$ cat config.mk
export PLATFORM = sky130hd
export DESIGN_NAME = btp_post
export DESIGN_NICKNAME = d
export VERILOG_FILES = /design/src/hdl/bearing_to_point_core_macros.svh /design/src/hdl/btp_pkg.sv /design/src/hdl/btp_post.sv
export SDC_FILE = /design/constraint.sdc
export NUM_CORES = 1
export LEC_CHECK = 0
export BUFFER_PORTS_ARGS = -buffer_cell sky130_fd_sc_hd__buf_2
export CAP_MARGIN = 10
export CORE_MARGIN = 4
export CORE_UTILIZATION = 40
export CTS_BUF_LIST = sky130_fd_sc_hd__clkbuf_8
export CTS_CLUSTER_DIAMETER = 50
export DETAILED_ROUTE_END_ITERATION = 8
export MAX_ROUTING_LAYER = met4
export PLACE_DENSITY = 0.61
export SLEW_MARGIN = 20
export SYNTH_ARGS = -nofsm -noshare
export SYNTH_HDL_FRONTEND = slang
export SYNTH_SLANG_ARGS = --single-unit
$ cat constraint.sdc
create_clock -name clk -period 5.07 [get_ports clk]
set_input_delay 0.7605 -clock clk [delete_from_list [all_inputs] [get_ports clk]]
set_output_delay 0.7605 -clock clk [all_outputs]
set_load 0.01 [all_outputs]
$ cat src/hdl/bearing_to_point_core_macros.svh
// Assertion macros for the bearing_to_point core.
`ifndef BEARING_TO_POINT_CORE_MACROS_SVH
`define BEARING_TO_POINT_CORE_MACROS_SVH

`ifndef SYNTHESIS

// Same-cycle implication, checked on every rising clock edge out of reset.
`define BTP_ASSERT_NOW(lbl, ante, cons) \
	lbl: assert property (@(posedge clk) disable iff (!arst_n) (ante) |-> (cons)) \
		else $error("bearing_to_point_core: assertion failed");

// Next-cycle implication.
`define BTP_ASSERT_NEXT(lbl, ante, cons) \
	lbl: assert property (@(posedge clk) disable iff (!arst_n) (ante) |=> (cons)) \
		else $error("bearing_to_point_core: assertion failed");

`else

`define BTP_ASSERT_NOW(lbl, ante, cons)
`define BTP_ASSERT_NEXT(lbl, ante, cons)

`endif

`endif

$ cat src/hdl/btp_pkg.sv
package btp_pkg;

	localparam int COORD_W   = 16;
	localparam int DIFF_W    = 17;
	localparam int HEAD_W    = 16;
	localparam int BEAR_W    = 15;
	localparam int TURN_W    = 17;
	localparam int PRESCALE_SH = 12;
	localparam int CRD_W     = 32;
	localparam int ACC_W     = 32;
	localparam int ROUND_SH  = 9;
	localparam int TABLE_LEN = 24;

	localparam int CORDIC_STAGES_DEF = 16;

	localparam logic [TURN_W-1:0] FULL_TURN_OUT = 17'd46080;
	localparam logic signed [ACC_W-1:0] FULL_TURN_ACC = 32'sd23592960;
	localparam logic signed [ACC_W-1:0] HALF_TURN_ACC = 32'sd11796480;
	localparam logic signed [ACC_W-1:0] ROUND_HALF    = 32'sd256;

	// atan(2^-i) in degrees * 2^16
	localparam logic signed [ACC_W-1:0] ATAN_TAB [TABLE_LEN] = '{
		32'sd2949120, 32'sd1740967, 32'sd919879, 32'sd466945,
		32'sd234379,  32'sd117306,  32'sd58666,  32'sd29335,
		32'sd14668,   32'sd7334,    32'sd3667,   32'sd1833,
		32'sd917,     32'sd458,     32'sd229,    32'sd115,
		32'sd57,      32'sd29,      32'sd14,     32'sd7,
		32'sd4,       32'sd2,       32'sd1,      32'sd0
	};

	// Side data that rides along with each word through the rotation chain.
	typedef struct packed {
		logic              vld;
		logic              zero;
		logic [HEAD_W-1:0] cur;
	} btp_side_t;

endpackage

$ cat src/hdl/btp_post.sv
module btp_post (
	input  logic                             clk,
	input  logic                             arst_n,
	input  logic signed [btp_pkg::ACC_W-1:0] z_in,
	input  btp_pkg::btp_side_t               side_in,
	output logic                             done,
	output logic [btp_pkg::BEAR_W-1:0]       bearing,
	output logic [btp_pkg::HEAD_W-1:0]       target_heading
);

	logic signed [btp_pkg::ACC_W-1:0] z_wrap;
	logic signed [btp_pkg::ACC_W-1:0] z_rnd;
	logic [btp_pkg::TURN_W-1:0]       h_rnd;
	logic [btp_pkg::HEAD_W-1:0]       h_d;

	logic                       vld_s1;
	logic [btp_pkg::HEAD_W-1:0] tgt_s1;
	logic [btp_pkg::HEAD_W-1:0] cur_s1;

	logic [btp_pkg::TURN_W-1:0] tgt_e;
	logic [btp_pkg::TURN_W-1:0] cur_e;
	logic [btp_pkg::TURN_W-1:0] left;
	logic [btp_pkg::TURN_W-1:0] right;
	logic [btp_pkg::TURN_W-1:0] best;

	// accumulator stays within one turn either side, so one correction suffices
	assign z_wrap = z_in[btp_pkg::ACC_W-1] ? z_in + btp_pkg::FULL_TURN_ACC : z_in;
	assign z_rnd  = z_wrap + btp_pkg::ROUND_HALF;
	assign h_rnd  = z_rnd[btp_pkg::ROUND_SH +: btp_pkg::TURN_W];

	always_comb begin
		if (side_in.zero || (h_rnd >= btp_pkg::FULL_TURN_OUT)) begin
			h_d = '0;
		end else begin
			h_d = h_rnd[btp_pkg::HEAD_W-1:0];
		end
	end

	always_ff @(posedge clk) begin
		tgt_s1 <= h_d;
		cur_s1 <= side_in.cur;
	end

	assign tgt_e = {1'b0, tgt_s1};
	assign cur_e = {1'b0, cur_s1};
	assign left  = (tgt_e >= cur_e) ? tgt_e - cur_e : tgt_e + btp_pkg::FULL_TURN_OUT - cur_e;
	assign right = (cur_e >= tgt_e) ? cur_e - tgt_e : cur_e + btp_pkg::FULL_TURN_OUT - tgt_e;
	assign best  = (left < right) ? left : right;

	always_ff @(posedge clk) begin
		bearing        <= best[btp_pkg::BEAR_W-1:0];
		target_heading <= tgt_s1;
	end

	always_ff @(posedge clk or negedge arst_n) begin
		if (!arst_n) begin
			vld_s1 <= 1'b0;
			done   <= 1'b0;
		end else begin
			vld_s1 <= side_in.vld;
			done   <= vld_s1;
		end
	end

endmodule

==> summary.txt <==
Status
  – Outcome: completed

Clock network
  – Postcts setup bufs: 0
  – Max clock buf depth: 2
  – Clk sink count: 65
  – Clock-pin slew on the worst setup and hold paths: 0.08 ns
  – Number of buffers created by CTS: 9
  – Post-CTS sizing: 0
  – Clk Tree Root Cell: clkbuf_8
  – Worst-skew pair later-pin latency: 0.36 ns
  – CTS tree: yes
  – Htree depth: 3
  – Post-CTS Hold Buffers: 0

Power
  – Max VDD drop: 105.1 uV
  – Clock network power share: 19.2%
  – Int Pwr: 1321 uW
  – Reg power frac: 28.6%
  – NetSw: 867.2 uW
  – Logic pwr share: 52.2%
  – Sw frac: 39.63%
  – P_leak: 0.003355 uW
  – Power per cell area: 299.7 nW/um^2

Setup path
  – Crit end category: register
  – Worst path top cell family by delay: compound AO/OA/AOI/OAI gates
  – R2R Path End: bearing[9]
  – Slowest-stage cell, CP: or4_1
  – CP max stage delay: 0.52 ns
  – Startpoint types: register
  – WP data arrival: 5.02 ns
  – Worst R2R Start: cur_s1[4]
  – Max FO, Critical Path: 4
  – Cell depth of the worst flop-to-flop path: 20
  – Flop2flop setup slack: 0.30 ns
  – Crit path buf inv count: 5
  – Critical path cell sequence: inv_1 -> ha_1 -> inv_1 -> fa_1 -> nor2b_2 -> a311oi_2 -> o21ai_2 -> a31oi_1 -> or4_1 -> a31oi_1 -> buf_4 -> inv_1 -> ha_1 -> nand4_1 -> a2111o_1 -> a31oi_1 -> a2111oi_2 -> o21ai_1 -> buf_4 -> mux2_2
  – Worst EP required: 5.32 ns
  – Setup CP Type: register to register

Routing
  – Final ANT Viol Nets: 0
  – Remaining DRCs: 0
  – DRT Pass-1 Iters: 5
  – Vias per inst: 5.143
  – Via Count: 5,328
  – Drt wl/cell: 15.01 um
  – Initial DRC count: 306
  – Routed wire length: 15,550 um

Yosys
  – Mapped Avg Cell Area: 8.715 sq um
  – Ys flop type: dfxtp_1
  – Top cell type's share of synthesized area: 19.99%
  – Seq cells post-synth: 65
  – Cells after Synth: 724
  – Cell Area, Synth: 6310 sq um
  – Distinct cells, synth: 81
  – Seq/Total Area, Yosys: 20.78%
  – Async S/R FF share, synth: 3.077%
  – Synth warnings: 0
  – Area leader, netlist: dfxtp_1
  – Post-synth EDFFs: 0
  – Area contributors post-synth: dfxtp_1 (20%), ha_1 (16%), fa_1 (9.2%)
  – Post-Syn Nets: 885

Global routing
  – Initial antenna violation count: 0
  – First-pass GRT wire length: 25,460 um
  – GRT overflow: 0
  – Total GRT Usage: 18.26%
  – Largest net degree at the start of global routing: 17
  – Number of global-route vias before repair: 5,176

Flow run
  – Max Cap Viol: 0

Floorplanning
  – Die Width: 133.6 um
  – Die H: 133.6 um
  – Core outline area: 15,310 sq um
  – Die area: 17,850 sq um
  – Number of I/O pins: 84
  – Num rows: 45
  – Starting Density: 41.20%

Layout
  – Register area: 1311 sq um
  – Area of the multi-input gates: 4593 sq um
  – Final Cell Area: 7303 sq um
  – Fill cell count: 1,525
  – Commonest non-fill, non-tap cell in the layout: inv_1
  – Core Util, Final: 47.69%
  – Diodes inserted: 0
  – Area grow syn2layout: 15.74%
  – Most frequent cells in the layout: inv_1 (87), ha_1 (80), buf_2 (70)
  – Nets: 981
  – Layout cells sized above 1: 18.30%

STA
  – Skew final: 0.009707 ns
  – WHS: 0.1694 ns
  – Crit share post-route: 94.04%
  – Fin crit period: 4.768 ns
  – Worst-margin pin slew: 0.7272 ns
  – Slew headroom: 50.91%
  – Final Hold Viols: 0
  – Final worst slack: 0.3021 ns
  – Setup-failing EPs final: 0
  – Max-slew violations: 0
  – TNS Setup: 0 ns
  – Fmax: 0.2097 GHz
  – RSZ-0062 raised after global routing: no

Placed design
  – Final RePlAce weighted congestion: 0.9034
  – Dpl ws: 0.1365 ns
  – Dpl hpwl: 13,160 um
  – Placed cell area: 7088 sq um
  – Port buffer count: 70

Hold path
  – Hold crit path type: input port to async pin
-- worst max path at each step --
stage,depth (start not counted),startpoint,slack [ns],endpoint
after floorplan,19,tgt_s1[1],0.55,bearing[7]
after global placement,20,cur_s1[4],0.20,bearing[9]
after detailed placement,19,tgt_s1[2],0.14,bearing[12]
after CTS,19,tgt_s1[2],0.12,bearing[12]
after global routing,18,tgt_s1[2],0.01,bearing[9]
final,20,cur_s1[4],0.30,bearing[9]
-- routing by layer --
| metal | GRT usage [%] | vias up | part of all wire [%] |
|---|---|---|---|
| met4 | 5.543 | 0 | 1.6 |
| met1 | 24.76 | 2470 | 49 |
| met5 | - | - | 0 |
| li1 | - | 2699 | - |
| met3 | 3.021 | 13 | 4.6 |
| met2 | 28.05 | 146 | 44 |
-- state kept, by name, summed over array words and instances, names as in the netlist --
register        flops
cur_s1             16
vld_s1              1
done                1
tgt_s1             16
target_heading     16
bearing            15
-- logic make-up after synthesis --
group | after synthesis | share of synthesized area (%)
adder cells (fa/ha/maj) | 109 | 25.06
AND/OR/NAND/NOR | 192 | 16.46
AO/OA/AOI/OAI | 166 | 18.22
XOR/XNOR | 64 | 8.883
flip-flops | 65 | 20.78
multiplexers | 23 | 3.748
buffers and inverters | 105 | 6.841
-- through the flow --
step | power [uW] | std cells
floorplan | 1403 | 724
global placement | 1750 | 1020
detailed placement | 1768 | 1020
CTS | 2198 | 1036
global route | 2373 | 1036
finish | 2188 | 1036
-- worst reg2reg max path: stages, from the launching register on --
cell and delay [ns]:
dfxtp_1 0.42, inv_1 0.11, ha_1 0.20, inv_1 0.07
fa_1 0.47, nor2b_2 0.23, a311oi_2 0.16, o21ai_2 0.20
a31oi_1 0.16, or4_1 0.52, a31oi_1 0.19, buf_4 0.16
inv_1 0.04, ha_1 0.32, nand4_1 0.10, a2111o_1 0.34
a31oi_1 0.24, a2111oi_2 0.10, o21ai_1 0.14, buf_4 0.16
mux2_2 0.33
-- final cells by class --
class	instances	share of cell area, %
Inverter	88	4.523
Clock buffer	11	2.073
Clock inverter	5	0.5140
Sequential cell	65	17.95
Multi-Input combinational cell	554	62.89
Tap cell	211	3.615
Timing Repair Buffer	102	8.429
-- power by group through the flow --
| stage | logic [uW] | registers, uW | clock network, uW |
|---|---|---|---|
| CTS | 1130 | 628 | 438 |
| global placement | 1110 | 643 | 0 |
| detailed placement | 1130 | 639 | 0 |
| global route | 1270 | 638 | 461 |
| finish | 1140 | 626 | 420 |
| floorplan | 726 | 677 | 0 |
-- cells in the mapped netlist, types with 5 or more instances --
library cell  instances
ha_1                 80
o21a_1                5
a21o_1                7
dfxtp_1              63
mux2i_1              18
and2_1                6
nand4_1               9
nand2_1              41
a211oi_1             11
a21boi_0              5
nor3_1               15
buf_2                11
xor2_1               22
a21oi_1              33
xnor2_1              42
fa_1                 29
nor2_1               49
nand2b_1              7
nor2b_1              10
mux2_2                5
inv_1                87
a31oi_1              14
o21ai_0              34
nand3_1              15
or3_1                 5
(Power assumes the default switching activity.)
