`src/hdl/bearing_to_point_core_macros.svh`:
```
// Assertion macros for the bearing_to_point core.
`ifndef BEARING_TO_POINT_CORE_MACROS_SVH
`define BEARING_TO_POINT_CORE_MACROS_SVH

`ifndef SYNTHESIS

// Same-cycle implication, checked on every rising clock edge out of reset.
`define BTP_ASSERT_NOW(lbl, ante, cons) \
	lbl: assert property (@(posedge clk) disable iff (!arst_n) (ante) |-> (cons)) \
		else $error("bearing_to_point_core: assertion failed");

// Next-cycle implication.
`define BTP_ASSERT_NEXT(lbl, ante, cons) \
	lbl: assert property (@(posedge clk) disable iff (!arst_n) (ante) |=> (cons)) \
		else $error("bearing_to_point_core: assertion failed");

`else

`define BTP_ASSERT_NOW(lbl, ante, cons)
`define BTP_ASSERT_NEXT(lbl, ante, cons)

`endif

`endif

```
`src/hdl/btp_pkg.sv`:
```
package btp_pkg;

	localparam int COORD_W   = 16;
	localparam int DIFF_W    = 17;
	localparam int HEAD_W    = 16;
	localparam int BEAR_W    = 15;
	localparam int TURN_W    = 17;
	localparam int PRESCALE_SH = 12;
	localparam int CRD_W     = 32;
	localparam int ACC_W     = 32;
	localparam int ROUND_SH  = 9;
	localparam int TABLE_LEN = 24;

	localparam int CORDIC_STAGES_DEF = 16;

	localparam logic [TURN_W-1:0] FULL_TURN_OUT = 17'd46080;
	localparam logic signed [ACC_W-1:0] FULL_TURN_ACC = 32'sd23592960;
	localparam logic signed [ACC_W-1:0] HALF_TURN_ACC = 32'sd11796480;
	localparam logic signed [ACC_W-1:0] ROUND_HALF    = 32'sd256;

	// atan(2^-i) in degrees * 2^16
	localparam logic signed [ACC_W-1:0] ATAN_TAB [TABLE_LEN] = '{
		32'sd2949120, 32'sd1740967, 32'sd919879, 32'sd466945,
		32'sd234379,  32'sd117306,  32'sd58666,  32'sd29335,
		32'sd14668,   32'sd7334,    32'sd3667,   32'sd1833,
		32'sd917,     32'sd458,     32'sd229,    32'sd115,
		32'sd57,      32'sd29,      32'sd14,     32'sd7,
		32'sd4,       32'sd2,       32'sd1,      32'sd0
	};

	// Side data that rides along with each word through the rotation chain.
	typedef struct packed {
		logic              vld;
		logic              zero;
		logic [HEAD_W-1:0] cur;
	} btp_side_t;

endpackage

```
`src/hdl/btp_cell.sv`:
```
module btp_cell #(
	parameter int STAGE = 0
) (
	input  logic                             clk,
	input  logic                             arst_n,
	input  logic signed [btp_pkg::CRD_W-1:0] x_in,
	input  logic signed [btp_pkg::CRD_W-1:0] y_in,
	input  logic signed [btp_pkg::ACC_W-1:0] z_in,
	input  btp_pkg::btp_side_t               side_in,
	output logic signed [btp_pkg::CRD_W-1:0] x_s1,
	output logic signed [btp_pkg::CRD_W-1:0] y_s1,
	output logic signed [btp_pkg::ACC_W-1:0] z_s1,
	output btp_pkg::btp_side_t               side_s1
);

	logic signed [btp_pkg::CRD_W-1:0] xs;
	logic signed [btp_pkg::CRD_W-1:0] ys;
	logic                             rot_cw;

	assign xs = x_in >>> STAGE;
	assign ys = y_in >>> STAGE;
	// y strictly positive: rotate clockwise toward the x axis
	assign rot_cw = !y_in[btp_pkg::CRD_W-1] && (y_in != '0);

	always_ff @(posedge clk) begin
		if (rot_cw) begin
			x_s1 <= x_in + ys;
			y_s1 <= y_in - xs;
			z_s1 <= z_in + btp_pkg::ATAN_TAB[STAGE];
		end else begin
			x_s1 <= x_in - ys;
			y_s1 <= y_in + xs;
			z_s1 <= z_in - btp_pkg::ATAN_TAB[STAGE];
		end
	end

	always_ff @(posedge clk or negedge arst_n) begin
		if (!arst_n) begin
			side_s1 <= '0;
		end else begin
			side_s1 <= side_in;
		end
	end

endmodule

```
`config.mk`:
```
export PLATFORM = sky130hd
export DESIGN_NAME = btp_cell
export DESIGN_NICKNAME = d
export VERILOG_FILES = /design/src/hdl/bearing_to_point_core_macros.svh /design/src/hdl/btp_pkg.sv /design/src/hdl/btp_cell.sv
export SDC_FILE = /design/constraint.sdc
export NUM_CORES = 1
export LEC_CHECK = 0
export BUFFER_PORTS_ARGS = -buffer_cell sky130_fd_sc_hd__buf_2
export CAP_MARGIN = 25
export CELL_PAD_IN_SITES_DETAIL_PLACEMENT = 0
export CELL_PAD_IN_SITES_GLOBAL_PLACEMENT = 1
export CORE_MARGIN = 2
export CORE_UTILIZATION = 39
export CTS_CLUSTER_DIAMETER = 100
export CTS_CLUSTER_SIZE = 8
export DETAILED_ROUTE_END_ITERATION = 8
export PLACE_DENSITY = 0.83
export REMOVE_ABC_BUFFERS = 1
export SLEW_MARGIN = 20
export SYNTH_ARGS = -nofsm -noshare
export SYNTH_HDL_FRONTEND = slang
export SYNTH_SLANG_ARGS = --single-unit
export TNS_END_PERCENT = 30
```
`constraint.sdc`:
```
create_clock -name clk -period 0.8 [get_ports clk]
set_input_delay 0.12 -clock clk [delete_from_list [all_inputs] [get_ports clk]]
set_output_delay 0.12 -clock clk [all_outputs]
set_load 0.02 [all_outputs]
```
==> out/results.tsv, run 1 <==
stage	metric	value	unit
floorplanning	Chip Height	151	um
layout	post-route insts no fill	1969	
synthesis	Mapped Area	8420	sq um
clock_tree	CTS tree	yes	
layout	area of the multi-input gates	6970	sq um
synthesis	top post-synthesis cells by count	111 x a21oi_1, 107 x ha_1, 95 x dfxtp_1, 95 x inv_1, 93 x nor2_1	
synthesis	leading post-synthesis cells by cell area	dfxtp_1 23%, ha_1 16%, a21oi_1 6.6%	
synthesis	top-area cell type share of the netlist area	0.226	
placed_design	DP HPWL	24600	um
global_routing	remaining global-route overflow	0	
floorplanning	initial cell density of the core	0.399	
synthesis	Synth Register Bits	113	
synthesis	Synth Area in Compound Gates	0.250	
synthesis	Async S/R FF share, synth	0.159	
timing	final-report hold violation count	0	
synthesis	Netlist cell types	72	
worst_hold_path	Hold Startpoint	z_in[31]	
clock_tree	Root Buffer	clkbuf_16	
detailed_routing	Remaining DRCs	0	
timing	Worst-Margin Slew	0.624	ns
clock_tree	Max Root-Sink Buffers	2	
pwr	Leak Pwr	7.71	nW
worst_hold_path	HP Class	input port to register	
placed_design	Post-Place Cells	1835	
clock_tree	clock-pin slew on the worst setup and hold paths	0.06	ns
critical_path	critical path type	input port to register	
timing	setup tns final	-125.23	ns
global_routing	global-route wire length before repair	51700	um
floorplanning	Rows	53	
layout	share of layout cells above drive strength 1	0.572	
worst_hold_path	Hold Path Stages	3	
global_routing	initial antenna violation count	3	
timing	relative slew slack	0.584	
placed_design	routability congestion estimate	1.02	
detailed_routing	Initial DRC Count	788	
synthesis	post-synthesis sequential area ratio	0.279	
synthesis	Post-Syn Area per Cell	8.21	sq um
synthesis	yosys warns	0	
global_routing	largest net degree at the start of global routing	66	
clock_tree	H-tree depth	4	
detailed_routing	Post-DRT Antenna Nets	0	
timing	Final Worst Setup Slack	-2.00	ns
layout	Final nets	1906	
detailed_routing	drt wl/cell	18.9	um
synthesis	mux cell area share after synthesis	0.0178	
detailed_routing	Pre-antenna DRT Iters	5	
synthesis	largest area contributor in the netlist	dfxtp_1	
detailed_routing	routed vias	10600	
detailed_routing	final wirelength	37300	um
layout	Layout area overhead	94.5	%
timing	Final period util	3.50	
floorplanning	I/O pins	230	
timing	min Tclk post-route	2.80	ns
synthesis	Post-Synth Adder-Cell Area	0.169	
floorplanning	DIE AREA	22800	sq um
pwr	Peak VDD IR	1270	uV
pwr	pwr dens	1770	nW/um^2
critical_path	crit end category	register	
synthesis	XOR/XNOR share of the synthesized area	0.0759	
outcome	status	finished with violations	
detailed_routing	vias per cell	5.37	
synthesis	EDFF count, synth	0	
timing	Fmax	357	MHz
timing	setup violators final	191	
clock_tree	TritonCTS buffer count	17	
clock_tree	count of clock tree sinks	113	
floorplanning	Core Region	21100	sq um
critical_path	Startpoint Class	input port	
critical_path	Crit path required time	1.16	ns
job	max-cap violations	0	
synthesis	largest family of logic cells by synthesized area	compound AO/OA/AOI/OAI gates	
synthesis	Post-Synth Simple-Gate Area	0.141	
floorplanning	Die Wd	151	um
global_routing	vias in the first global route	10200	
placed_design	port bufs	229	
worst_hold_path	Hold EP	z_s1[31]	
layout	FF/Latch Area	2450	sq um
outcome	failing checks	setup timing	
timing	Hold WS	0.0379	ns
critical_path	arrival time at the worst endpoint	3.15	ns
timing	Slew Limit Fails	0	
timing	RSZ-0062 raised after global routing	yes	
synthesis	Synth Instances	1026	
global_routing	Tot GR Track Use	0.290	
layout	fill count	1420	
critical_path	maximum fanout along the worst path	4	
synthesis	most frequent cell after synthesis	a21oi_1	
synthesis	top_reg_cell synth	dfxtp_1	
==> per-layer routing <==
metal	global-route usage	up-vias	routed length, um
li1	-	4917	-
met5	0	-	13
met2	0.506	482	18500
met3	0.0479	120	2430
met4	0.121	2	1480
met1	0.354	5045	14800
==> cells by family after synthesis <==
group           Yosys count
simple gates            246
mux                      15
fa+ha+maj               111
xor+xnor                 73
flops                   113
buf+inv                 142
compound gates          326
==> critical path, stage by stage <==
cell,delay [ns]
buf_6,0.10
nor4_4,0.31
buf_4,0.17
nand4_1,0.23
nor2_1,0.17
or2_4,0.20
inv_6,0.06
ha_4,0.26
and2_4,0.15
a311oi_4,0.24
a21oi_2,0.12
a2111oi_4,0.33
nor3_2,0.08
a41o_1,0.23
o21a_1,0.17
nor2_2,0.09
xnor2_1,0.11
==> power by group <==
part	leakage, nW	internal, W	total, W	switching (W)
Combinational	6.40	0.00679	0.0134	0.00664
Clock	0.292	0.00517	0.00819	0.00303
Sequential	1.01	0.00686	0.00733	0.000474
Total	7.71	0.0188	0.0290	0.0101
==> sequential cells by signal, summed over array words and instances (netlist names) <==
signal,cells
z_s1,32
side_s1,18
y_s1,32
x_s1,31
==> metrics by stage <==
step	utilization	instance area, sq um	setup WS [ns]	power (W)
after floorplan	-	8220	-6.11	0.0121
after global placement	0.584	12300	-3.17	0.0165
after detailed placement	0.584	12300	-3.17	0.0167
after CTS	0.711	15000	-2.07	0.0267
after global routing	0.776	16400	-2.10	0.0302
final	0.776	16400	-2.00	0.0290
==> cell usage in the layout (no fill, tap or decap), types with 15 or more instances in the layout <==
cell	synthesis	final
nand2_1	42	32
o21ai_0	67	30
inv_1	95	87
dfxtp_2	0	80
o21ai_2	0	18
xnor2_1	57	55
a21o_1	22	22
dfxtp_1	95	15
dlygate4sd3_1	0	36
dfrtp_1	18	18
buf_2	9	120
a21oi_1	111	77
clkbuf_16	0	19
nor2_1	93	83
ha_4	0	26
ha_1	107	79
buf_6	2	166
a21oi_2	1	27
o21ai_1	0	17
xor2_1	16	16
buf_4	2	346
==> area by class of cell <==
cell class,count,share of cell area
antenna,2,0.000306
sequential,113,0.150
clock inverter,11,0.00925
clock buffer,21,0.0287
multi-input combinational,771,0.425
tap,275,0.0210
timing repair buffer,677,0.342
inverter,99,0.0235
==> worst max path at each step <==
| stage | startpoint | to | slack, ns | depth (start not counted) |
|---|---|---|---|---|
| floorplan | y_in[7] | z_s1[31] | -6.11 | 15 |
| global placement | y_in[22] | z_s1[31] | -3.17 | 18 |
| detailed placement | y_in[22] | z_s1[31] | -3.17 | 18 |
| CTS | y_in[29] | z_s1[31] | -2.07 | 16 |
| global route | y_in[27] | z_s1[31] | -2.10 | 17 |
| finish | y_in[27] | z_s1[31] | -2.00 | 17 |
==> timing repair <==
item                                   4_1_cts  5_1_grt
buffers inserted                            60       36
pin swaps                                  115      139
setup endpoints to repair                  191      191
cloned                                       0        4
gates resized for setup                    275      409
endpoints found under the hold margin       53        0
hold buffers                                36        0
No activity file was read; power rests on OpenSTA's default activity.
==> inputs of run 2 (changes only) <==
--- a/config.mk
+++ b/config.mk
@@ -20,4 +20,4 @@
 export SYNTH_ARGS = -nofsm -noshare
 export SYNTH_HDL_FRONTEND = slang
 export SYNTH_SLANG_ARGS = --single-unit
-export TNS_END_PERCENT = 30
+export TNS_END_PERCENT = 100
==> out/results.tsv, run 2 (same netlist as run 1, synthesis figures left out) <==
stage	metric	value	unit
clock_tree	count of clock tree sinks	113	
layout	final core occ	0.785	
clock_tree	TritonCTS buffer count	17	
critical_path	critical path type	input port to register	
floorplanning	I/O pins	230	
job	max-cap violations	0	
clock_tree	Root Buffer	clkbuf_16	
timing	min Tclk post-route	2.89	ns
layout	Largest regs	y_s1 x32, z_s1 x32, x_s1 x31	
timing	Fmax	346	MHz
clock_tree	clock-pin slew on the worst setup and hold paths	0.06	ns
detailed_routing	Initial DRC Count	774	
detailed_routing	Pre-antenna DRT Iters	5	
global_routing	remaining global-route overflow	0	
layout	Final nets	1906	
detailed_routing	drt wl/cell	18.9	um
pwr	pwr dens	1770	nW/um^2
global_routing	global-route wire length before repair	51600	um
layout	most frequent cells in the layout	335 x buf_4, 194 x buf_6, 105 x buf_2	
timing	setup violators final	191	
layout	most common cell after layout, fill and taps aside	buf_4	
floorplanning	initial cell density of the core	0.399	
layout	share of layout cells above drive strength 1	0.583	
clock_tree	CTS tree	yes	
detailed_routing	vias per cell	5.35	
floorplanning	DIE AREA	22800	sq um
timing	Final Worst Setup Slack	-2.09	ns
critical_path	crit end category	register	
floorplanning	Rows	53	
pwr	total chip power	0.0293	W
worst_hold_path	HP Class	input port to register	
global_routing	initial antenna violation count	3	
floorplanning	Core Region	21100	sq um
floorplanning	Die Wd	151	um
detailed_routing	Remaining DRCs	0	
placed_design	port bufs	229	
detailed_routing	routed vias	10500	
outcome	status	finished with violations	
timing	Final period util	3.61	
critical_path	Crit path required time	1.14	ns
global_routing	largest net degree at the start of global routing	66	
pwr	Leak Pwr	7.75	nW
placed_design	DP HPWL	24600	um
pwr	Peak VDD IR	1090	uV
clock_tree	Max Root-Sink Buffers	2	
timing	RSZ-0062 raised after global routing	yes	
placed_design	routability congestion estimate	1.02	
critical_path	arrival time at the worst endpoint	3.23	ns
outcome	failing checks	setup timing	
detailed_routing	final wirelength	37300	um
global_routing	vias in the first global route	10200	
floorplanning	Chip Height	151	um
critical_path	maximum fanout along the worst path	4	
clock_tree	H-tree depth	4	
detailed_routing	Post-DRT Antenna Nets	0	
critical_path	Startpoint Class	input port	
timing	final-report hold violation count	0	
timing	Worst-Margin Slew	0.881	ns
layout	Layout area overhead	96.5	%
timing	Slew Limit Fails	0	
global_routing	Tot GR Track Use	0.290	
timing	relative slew slack	0.413	
run 2: cell types whose count changed in the layout (fill, tap and decap cells not counted), moves of 11 or more:
cell | before | now
buf_6 | 166 | 194
buf_2 | 120 | 105
dfxtp_1 | 15 | 1
dfxtp_2 | 80 | 94
buf_4 | 346 | 335
run 2: power by group:
part / leakage (nW) / switching, W / internal [W]
Sequential: 1.01 / 0.000513 / 0.00689
Combinational: 6.44 / 0.00666 / 0.00699
Clock: 0.292 / 0.00305 / 0.00517
Total: 7.75 / 0.0102 / 0.0190
run 2: area by class of cell:
cell class	count	area, sq um
antenna	2	5.00
clock buffer	21	470
clock inverter	11	151
fill	1427	4540
inverter	99	385
multi-input combinational	771	6990
sequential	113	2470
tap	275	344
timing repair buffer	677	5730
run 2: through the flow:
step	setup TNS (ns)	instances	cell area, sq um	setup slack (ns)	hold WS (ns)
global placement	-162.72	1835	12300	-3.17	0.0576
global route	-136.96	1968	16500	-2.19	0.0514
CTS	-130.72	1949	15100	-2.07	0.0261
finish	-130.02	1969	16500	-2.09	0.0345
detailed placement	-162.16	1835	12300	-3.17	0.0748
floorplan	-298.85	983	8220	-6.11	-0.176
run 2: metal layers:
metal,up-vias,share of wire,track usage
met1,5011,0.39,0.355
li1,4918,-,-
met4,2,0.044,0.130
met2,493,0.49,0.501
met5,-,0.00035,0
met3,105,0.068,0.0473
run 2: critical path: stages:
cell,delay [ns]
buf_6,0.10
nor4_4,0.31
buf_4,0.17
nand4_1,0.27
nor2_1,0.19
or2_4,0.21
inv_6,0.06
ha_4,0.23
buf_6,0.12
nor2b_4,0.12
o21ai_2,0.17
a21oi_2,0.08
o211ai_1,0.24
a21o_1,0.22
nand3_2,0.12
a31o_4,0.25
a21oi_2,0.12
xnor2_1,0.12
run 2: worst paths after layout:
check | from | end | slack [ns] | cells after the start
min | x_in[31] | x_s1[31] | 0.03 | 3
max | y_in[27] | z_s1[30] | -2.09 | 18
min in group asynchronous | arst_n | side_s1[10] | 0.17 | 2
max in group asynchronous | arst_n | side_s1[4] | 0.33 | 2
run 2: repair_timing:
action                                  4_1_cts  5_1_grt
endpoints found under the setup margin      191      191
cloned                                        0        3
pin swaps                                   115      133
resized for setup                           334      403
hold buffers                                 36        0
hold endpoints to repair                     53        0
setup buffers                                60       34
